==> src/cpr_pkg.sv <==
// shared types and constants of the clock page replacement block
`default_nettype none
package cpr_pkg;

    localparam int SLOTS_DEF        = 16;
    localparam int PAGE_ID_BITS_DEF = 20;

    localparam int STATUS_W = 2;

    typedef logic [STATUS_W-1:0] t_status;

    localparam t_status ST_INSERTED = 2'd0;
    localparam t_status ST_VICTIM   = 2'd1;
    localparam t_status ST_EMPTY    = 2'd2;
    localparam t_status ST_FULL     = 2'd3;

    localparam logic OP_INSERT = 1'b0;
    localparam logic OP_EVICT  = 1'b1;

endpackage
`default_nettype wire

==> src/cpr_ram.sv <==
// generic single write port, single read port ram with registered read
`default_nettype none
module cpr_ram #(
    parameter int WIDTH = 8,
    parameter int DEPTH = 16
) (
    input  wire logic                     i_clk,
    input  wire logic                     i_wr_en,
    input  wire logic [$clog2(DEPTH)-1:0] i_wr_addr,
    input  wire logic [WIDTH-1:0]         i_wr_data,
    input  wire logic                     i_rd_en,
    input  wire logic [$clog2(DEPTH)-1:0] i_rd_addr,
    output logic      [WIDTH-1:0]         o_rd_data
);

    logic [WIDTH-1:0] r_mem [DEPTH];

    always_ff @(posedge i_clk) begin
        if (i_wr_en) begin
            r_mem[i_wr_addr] <= i_wr_data;
        end
        if (i_rd_en) begin
            o_rd_data <= r_mem[i_rd_addr];
        end
    end

endmodule
`default_nettype wire

==> src/clock_page_replacement.sv <==
// top level of the clock (second chance) page replacement ring
`default_nettype none
// Tracks up to SLOTS pages in a ring ordered oldest to newest, each with a
// visited bit, plus a clock hand. A request with tuser 0 inserts the page in
// tdata; tuser 1 asks for a victim. Every request gives exactly one result:
// tuser carries the status (0 inserted, 1 victim, 2 ring empty, 3 ring full),
// tdata the victim page or zero. One request is worked on at a time; the next
// is taken once the result sits in the output register. An eviction passes
// at most SLOTS visited pages, and each sweep step is one read and one check
// of the slot memory. Slot data, ring links and the free slot stack live in
// synchronous memories; there is no clearing pass after reset.
module clock_page_replacement #(
    parameter int SLOTS        = cpr_pkg::SLOTS_DEF,
    parameter int PAGE_ID_BITS = cpr_pkg::PAGE_ID_BITS_DEF
) (
    input  wire logic                          i_clk,
    input  wire logic                          i_rst_n,
    input  wire logic                          s_axis_tvalid,
    output logic                               s_axis_tready,
    // page_id
    input  wire logic [((PAGE_ID_BITS+7)/8)*8-1:0] s_axis_tdata,
    // op
    input  wire logic                          s_axis_tuser,
    output logic                               m_axis_tvalid,
    input  wire logic                          m_axis_tready,
    // victim_page
    output logic [((PAGE_ID_BITS+7)/8)*8-1:0]  m_axis_tdata,
    // status
    output cpr_pkg::t_status                   m_axis_tuser
);

    import cpr_pkg::*;

    localparam int IDX_W  = $clog2(SLOTS);
    localparam int CNT_W  = $clog2(SLOTS + 1);
    localparam int DATA_W = ((PAGE_ID_BITS + 7) / 8) * 8;
    localparam int ENT_W  = PAGE_ID_BITS + 1;
    localparam logic [CNT_W-1:0] FULL_CNT = CNT_W'(SLOTS);

    typedef enum logic [2:0] {
        S_IDLE,
        S_START,
        S_INS,
        S_RD,
        S_CHK
    } t_state;

    t_state r_state, n_state;
    logic                    r_op, n_op;
    logic [PAGE_ID_BITS-1:0] r_id, n_id;
    logic [IDX_W-1:0]        r_cur, n_cur;
    logic [IDX_W-1:0]        r_oldest, n_oldest;
    logic [IDX_W-1:0]        r_newest, n_newest;
    logic [CNT_W-1:0]        r_count, n_count;
    logic [IDX_W-1:0]        r_hand, n_hand;
    logic                    r_at_head, n_at_head;
    logic [CNT_W-1:0]        r_fresh, n_fresh;
    logic [CNT_W-1:0]        r_free_top, n_free_top;
    logic                    r_out_valid;
    t_status                 r_out_status;
    logic [PAGE_ID_BITS-1:0] r_out_victim;

    logic                    post;
    t_status                 post_status;
    logic [PAGE_ID_BITS-1:0] post_victim;
    logic                    out_free;

    logic                    ent_we, ent_re;
    logic [IDX_W-1:0]        ent_waddr;
    logic [ENT_W-1:0]        ent_wdata, ent_rdata;
    logic                    nl_we, ol_we;
    logic [IDX_W-1:0]        nl_waddr, ol_waddr, nl_wdata, ol_wdata;
    logic [IDX_W-1:0]        nl_rdata, ol_rdata;
    logic                    fr_we, fr_re;
    logic [IDX_W-1:0]        fr_rdata, fr_raddr;
    logic [CNT_W-1:0]        free_top_dec;
    logic [IDX_W-1:0]        ins_slot;

    assign out_free      = !r_out_valid || m_axis_tready;
    assign s_axis_tready = (r_state == S_IDLE);
    assign m_axis_tvalid = r_out_valid;
    assign m_axis_tuser  = r_out_status;
    assign m_axis_tdata  = DATA_W'(r_out_victim);
    assign free_top_dec  = r_free_top - CNT_W'(1);
    assign fr_raddr      = free_top_dec[IDX_W-1:0];
    assign ins_slot      = (r_fresh != FULL_CNT) ? r_fresh[IDX_W-1:0] : fr_rdata;

    always_comb begin
        n_state     = r_state;
        n_op        = r_op;
        n_id        = r_id;
        n_cur       = r_cur;
        n_oldest    = r_oldest;
        n_newest    = r_newest;
        n_count     = r_count;
        n_hand      = r_hand;
        n_at_head   = r_at_head;
        n_fresh     = r_fresh;
        n_free_top  = r_free_top;
        post        = 1'b0;
        post_status = ST_INSERTED;
        post_victim = '0;
        ent_we      = 1'b0;
        ent_re      = 1'b0;
        ent_waddr   = r_cur;
        ent_wdata   = {1'b0, ent_rdata[PAGE_ID_BITS-1:0]};
        nl_we       = 1'b0;
        nl_waddr    = ol_rdata;
        nl_wdata    = nl_rdata;
        ol_we       = 1'b0;
        ol_waddr    = nl_rdata;
        ol_wdata    = ol_rdata;
        fr_we       = 1'b0;
        fr_re       = 1'b0;
        unique case (r_state)
            S_IDLE: begin
                if (s_axis_tvalid) begin
                    n_op    = s_axis_tuser;
                    n_id    = s_axis_tdata[PAGE_ID_BITS-1:0];
                    n_state = S_START;
                end
            end
            S_START: begin
                if (r_op == OP_INSERT) begin
                    if (r_count == FULL_CNT) begin
                        if (out_free) begin
                            post        = 1'b1;
                            post_status = ST_FULL;
                            n_state     = S_IDLE;
                        end
                    end else begin
                        fr_re   = (r_fresh == FULL_CNT);
                        n_state = S_INS;
                    end
                end else begin
                    if (r_count == '0) begin
                        if (out_free) begin
                            post        = 1'b1;
                            post_status = ST_EMPTY;
                            n_state     = S_IDLE;
                        end
                    end else begin
                        n_cur   = r_at_head ? r_oldest : r_hand;
                        n_state = S_RD;
                    end
                end
            end
            S_INS: begin
                if (out_free) begin
                    post        = 1'b1;
                    post_status = ST_INSERTED;
                    ent_we      = 1'b1;
                    ent_waddr   = ins_slot;
                    ent_wdata   = {1'b1, r_id};
                    if (r_count != '0) begin
                        nl_we    = 1'b1;
                        nl_waddr = r_newest;
                        nl_wdata = ins_slot;
                        ol_we    = 1'b1;
                        ol_waddr = ins_slot;
                        ol_wdata = r_newest;
                    end else begin
                        n_oldest = ins_slot;
                    end
                    n_newest = ins_slot;
                    n_count  = r_count + CNT_W'(1);
                    if (r_fresh != FULL_CNT) begin
                        n_fresh = r_fresh + CNT_W'(1);
                    end else begin
                        n_free_top = free_top_dec;
                    end
                    n_state = S_IDLE;
                end
            end
            S_RD: begin
                ent_re  = 1'b1;
                n_state = S_CHK;
            end
            S_CHK: begin
                if (ent_rdata[PAGE_ID_BITS]) begin
                    ent_we  = 1'b1;
                    n_cur   = (r_cur == r_newest) ? r_oldest : nl_rdata;
                    n_state = S_RD;
                end else if (out_free) begin
                    post        = 1'b1;
                    post_status = ST_VICTIM;
                    post_victim = ent_rdata[PAGE_ID_BITS-1:0];
                    if (r_cur == r_newest) begin
                        n_at_head = 1'b1;
                    end else begin
                        n_hand    = nl_rdata;
                        n_at_head = 1'b0;
                    end
                    if (r_count > CNT_W'(1)) begin
                        if (r_cur == r_oldest) begin
                            n_oldest = nl_rdata;
                        end else begin
                            nl_we = 1'b1;
                        end
                        if (r_cur == r_newest) begin
                            n_newest = ol_rdata;
                        end else begin
                            ol_we = 1'b1;
                        end
                    end
                    fr_we      = 1'b1;
                    n_free_top = r_free_top + CNT_W'(1);
                    n_count    = r_count - CNT_W'(1);
                    n_state    = S_IDLE;
                end
            end
            default: begin
                n_state = S_IDLE;
            end
        endcase
    end

    always_ff @(posedge i_clk) begin
        if (!i_rst_n) begin
            r_state     <= S_IDLE;
            r_oldest    <= '0;
            r_newest    <= '0;
            r_count     <= '0;
            r_hand      <= '0;
            r_at_head   <= 1'b1;
            r_fresh     <= '0;
            r_free_top  <= '0;
            r_out_valid <= 1'b0;
        end else begin
            r_state    <= n_state;
            r_oldest   <= n_oldest;
            r_newest   <= n_newest;
            r_count    <= n_count;
            r_hand     <= n_hand;
            r_at_head  <= n_at_head;
            r_fresh    <= n_fresh;
            r_free_top <= n_free_top;
            if (post) begin
                r_out_valid <= 1'b1;
            end else if (m_axis_tready) begin
                r_out_valid <= 1'b0;
            end
        end
        r_op  <= n_op;
        r_id  <= n_id;
        r_cur <= n_cur;
        if (post) begin
            r_out_status <= post_status;
            r_out_victim <= post_victim;
        end
    end

    // visited bit above the page id
    cpr_ram #(
        .WIDTH (ENT_W),
        .DEPTH (SLOTS)
    ) u_entry_ram (
        .i_clk     (i_clk),
        .i_wr_en   (ent_we),
        .i_wr_addr (ent_waddr),
        .i_wr_data (ent_wdata),
        .i_rd_en   (ent_re),
        .i_rd_addr (r_cur),
        .o_rd_data (ent_rdata)
    );

    cpr_ram #(
        .WIDTH (IDX_W),
        .DEPTH (SLOTS)
    ) u_newer_ram (
        .i_clk     (i_clk),
        .i_wr_en   (nl_we),
        .i_wr_addr (nl_waddr),
        .i_wr_data (nl_wdata),
        .i_rd_en   (ent_re),
        .i_rd_addr (r_cur),
        .o_rd_data (nl_rdata)
    );

    cpr_ram #(
        .WIDTH (IDX_W),
        .DEPTH (SLOTS)
    ) u_older_ram (
        .i_clk     (i_clk),
        .i_wr_en   (ol_we),
        .i_wr_addr (ol_waddr),
        .i_wr_data (ol_wdata),
        .i_rd_en   (ent_re),
        .i_rd_addr (r_cur),
        .o_rd_data (ol_rdata)
    );

    // stack of released slots
    cpr_ram #(
        .WIDTH (IDX_W),
        .DEPTH (SLOTS)
    ) u_free_ram (
        .i_clk     (i_clk),
        .i_wr_en   (fr_we),
        .i_wr_addr (r_free_top[IDX_W-1:0]),
        .i_wr_data (r_cur),
        .i_rd_en   (fr_re),
        .i_rd_addr (fr_raddr),
        .o_rd_data (fr_rdata)
    );

endmodule
`default_nettype wire
==> config.mk <==
export PLATFORM = sky130hd
export DESIGN_NAME = clock_page_replacement
export DESIGN_NICKNAME = d
export VERILOG_FILES = /design/src/cpr_pkg.sv /design/src/cpr_ram.sv /design/src/clock_page_replacement.sv
export SDC_FILE = /design/constraint.sdc
export NUM_CORES = 1
export LEC_CHECK = 0
export ABC_AREA = 0
export BUFFER_PORTS_ARGS = -buffer_cell sky130_fd_sc_hd__buf_2
export CAP_MARGIN = 25
export CORE_ASPECT_RATIO = 1.5
export CORE_UTILIZATION = 60
export CTS_CLUSTER_DIAMETER = 120
export DETAILED_ROUTE_END_ITERATION = 6
export PLACE_DENSITY = 0.77
export SLEW_MARGIN = 20
export SYNTH_ARGS = -nofsm -noshare
export SYNTH_HDL_FRONTEND = slang
export SYNTH_HIERARCHICAL = 1
export SYNTH_SLANG_ARGS = --single-unit
==> constraint.sdc <==
create_clock -name i_clk -period 4.5 [get_ports i_clk]
set_input_delay 0.9 -clock i_clk [delete_from_list [all_inputs] [get_ports i_clk]]
set_output_delay 0.9 -clock i_clk [all_outputs]
set_load 0.01 [all_outputs]
==> flow_metrics.tcl <==
set metrics [dict create \
    antennaDiodeCount 0 \
    yosysTopAreaCellShare 0.7116 \
    synth_ff_type "edfxtp_1" \
    grt_max_degree 134 \
    io_buffers 48 \
    r2r_slack_ps 740 \
    final_area_sq_um 28670 \
    finalHoldViolCount 0 \
    yosysUniqueCellTypes 56 \
    ioPinCount 57 \
    worst_setup_path_end_kind "flop" \
    powerDensity_nw_per_um2 417.3 \
    root_buffer "clkbuf_16" \
    wl_per_cell_um 25.51 \
    yosysMostFrequentCell "edfxtp_1" \
    whs_path_depth 1 \
    totalWireLength_um 53090 \
    arrival_ps 3970 \
    vias_per_cell 6.360 \
    synth_edf_count 608 \
    drt_iter0_drc 1435 \
    num_rows 92 \
    drc_errors 0 \
    grt_pass1_vias 13280 \
    ys_ff_latch 639 \
    holdCritPathClass "in -> reg" \
    postRouteAntennaNets 0 \
    slowest_stage "or4b_2" \
    clk_pin_slew_ps 70 \
    final_util 0.6805 \
    async_flop_share 0 \
    drive_gt1_frac 0.1852 \
    fmax_mhz 266.2 \
    die_w_um 170.8 \
    critical_path_class "reg -> reg" \
    cts_resized 0 \
    clock-sinks 639 \
    gp_congestion 0.8575 \
    drv_cap 0 \
    holdPathEnd "r_id[15]$_DFFE_PP_" \
    syn-cell-area_sq_um 25660 \
    clk_latency_ps 600 \
    min-delay-start "s_axis_tdata[15]" \
    finalCriticalPeriod_ps 3757 \
    seq_power_share 0.546 \
    grt_use_total 0.2509 \
    grt.overflow.total 0 \
    intPower_mw 9.663 \
    r2r_start "r_count[0]$_SDFFE_PN0P_" \
    syn_avg_cell_area_sq_um 18.63 \
    tns_ps 0 \
    rsz0062_at_grt "false" \
    critPathMaxStageDelay_ps 630 \
    cp_cell_sequence "inv_1, ha_1, or4b_2, nand3_1, mux2_2, or3b_2, nor3_1" \
    pwr-share-clk 0.432 \
    hpwl_um 31290 \
    power.switching_mw 2.301 \
    syn_inst 1377 \
    skew_ps 23.49 \
    setup_viol 0 \
    crit_required_ps 4720 \
    synth_commonest_cells "608 x edfxtp_1, 125 x nand2_1, 79 x mux4_1, 69 x nor2_1, 54 x a22oi_1" \
    yosysWarnings 6 \
    reg2reg_to "u_newer_ram/r_mem[0][3]$_DFFE_PP_" \
    cts_tree "yes" \
    r2r_cells 7 \
    dpl-instance-area_sq_um 26670 \
    p_leak_nw 9.629 \
    drt_pass1_iterations 6 \
    p_sw_frac 0.1923 \
    synth_largest_area_cell "edfxtp_1" \
    cts_setup_buffers 0 \
    htreeDepth 2 \
    cts_made_buffers 56 \
    coreArea_sq_um 42130 \
    yosys-top-cells-area "edfxtp_1 71%, mux4_1 8.1%, mux4_2 4.7%" \
    initial_core_util 0.6090 \
    period_share 0.8348 \
    vdd_drop_max_v 0.0003722 \
    outcome "complete, no violations" \
    slew_headroom 0.4359 \
    antenna_found_initial 0 \
    synthToLayoutAreaGrowth_pct 11.75 \
    hold_buffers 0 \
    tightest_slew_ps 838.4 \
    clock_path_buffers 3 \
    report.final.slew_viol_count 0 \
    die_h_um 255.3 \
    combPwrFrac 0.022 \
    die_area_sq_um 43610 \
    vias 13240 \
    path_max_fanout 20 \
    start_kind "flop" \
    nets 1509 \
    ys_seq_area_frac 0.7358 \
    grt_pass1_wl_um 79080 \
]
[worst max-delay path, delay by kind of cell (launching register included)]
family                     cells  cell delay, ps
and+or+nand+nor                4            2120
muxes                          1             560
DFF                            1             360
adders and majority gates      1             200
buffers and inverters          1             130
[area by class of cell]
class,instances,area [sq um]
Clock buffer,62,1445
Clock inverter,41,559.3
Fill cell,2654,13460
Inverter,16,60.06
Multi-Input combinational cell,658,6345
Sequential cell,639,18880
Tap cell,564,705.7
Timing Repair Buffer,101,678.2
[power groups by stage]
stage,registers [mW],logic [mW],clock network [mW]
floorplan,6.66,0.163,0
global placement,6.66,0.256,0
detailed placement,6.66,0.269,0
CTS,6.53,0.272,5.24
global route,6.53,0.292,5.46
finish,6.53,0.268,5.17
[cells by family (layout without fill, tap and decap cells)]
kind of cell / count (synthesis) / count (layout) / share of synthesized area
compound gates: 130 / 130 / 0.03316
xor+xnor: 19 / 19 / 0.006486
fa+ha+maj: 8 / 8 / 0.003901
buf+inv: 83 / 220 / 0.02038
flops: 639 / 639 / 0.7358
mux: 151 / 151 / 0.1351
other cells: 1 / 4 / 0.0001462
simple gates: 346 / 346 / 0.06500
[per-layer routing]
layer,GRT usage,vias up,share of wire
met4,0.1059,0,0.039
met5,0,-,0
li1,-,5753,-
met2,0.4414,573,0.53
met1,0.3129,6766,0.37
met3,0.03526,144,0.061
[per-stage QoR]
stage	std cells	hold slack [ps]	total power [mW]	setup WS, ps
2_1_floorplan	1380	454.1	6.819	351.1
3_3_place_gp	1976	465.2	6.912	737.3
3_5_place_dp	1978	468.2	6.925	642.8
4_1_cts	2081	452.1	12.04	713.9
5_1_grt	2081	456.4	12.28	518.5
6_report	2081	474.0	11.96	743.4
[state kept, by name, summed over array words and instances, names as in the netlist, 3 cells and up]
register and cells:
u_free_ram/o_rd_data 4, r_state 3, r_fresh 5, r_count 5, u_newer_ram/r_mem 64, r_cur 4
u_entry_ram/r_mem 336, r_hand 4, r_oldest 4, u_entry_ram/o_rd_data 21, r_out_victim 20, r_newest 4
r_free_top 4, r_id 20, u_older_ram/r_mem 64, u_newer_ram/o_rd_data 4, u_older_ram/o_rd_data 4, u_free_ram/r_mem 64
[layout by cell type (no fill, tap or decap), drive strengths merged, types with 8 or more instances in the layout]
master      n
a21oi      22
a22oi      54
and2       25
buf       101
bufinv     13
clkbuf     62
clkinv     19
clkinvlp    9
dfxtp      31
edfxtp    608
ha          8
inv        16
mux2i      13
mux4      132
nand2     125
nand2b     14
nand3      41
nand3b      8
nor2       69
nor2b       9
nor3       21
o21ai      27
xor2       14
[worst max path at each step]
stage | startpoint | end | slack (ps) | cells after the start
floorplan | m_axis_tready | u_entry_ram/r_mem[0][0]$_DFFE_PP_ | 350 | 8
global placement | m_axis_tready | u_newer_ram/r_mem[0][2]$_DFFE_PP_ | 740 | 6
detailed placement | m_axis_tready | u_newer_ram/r_mem[0][3]$_DFFE_PP_ | 640 | 6
CTS | r_count[0]$_SDFFE_PN0P_ | u_newer_ram/r_mem[0][3]$_DFFE_PP_ | 710 | 7
global route | r_count[0]$_SDFFE_PN0P_ | u_newer_ram/r_mem[0][3]$_DFFE_PP_ | 520 | 7
finish | r_count[0]$_SDFFE_PN0P_ | u_newer_ram/r_mem[0][3]$_DFFE_PP_ | 740 | 7
No activity file was read; power rests on OpenSTA's default activity.
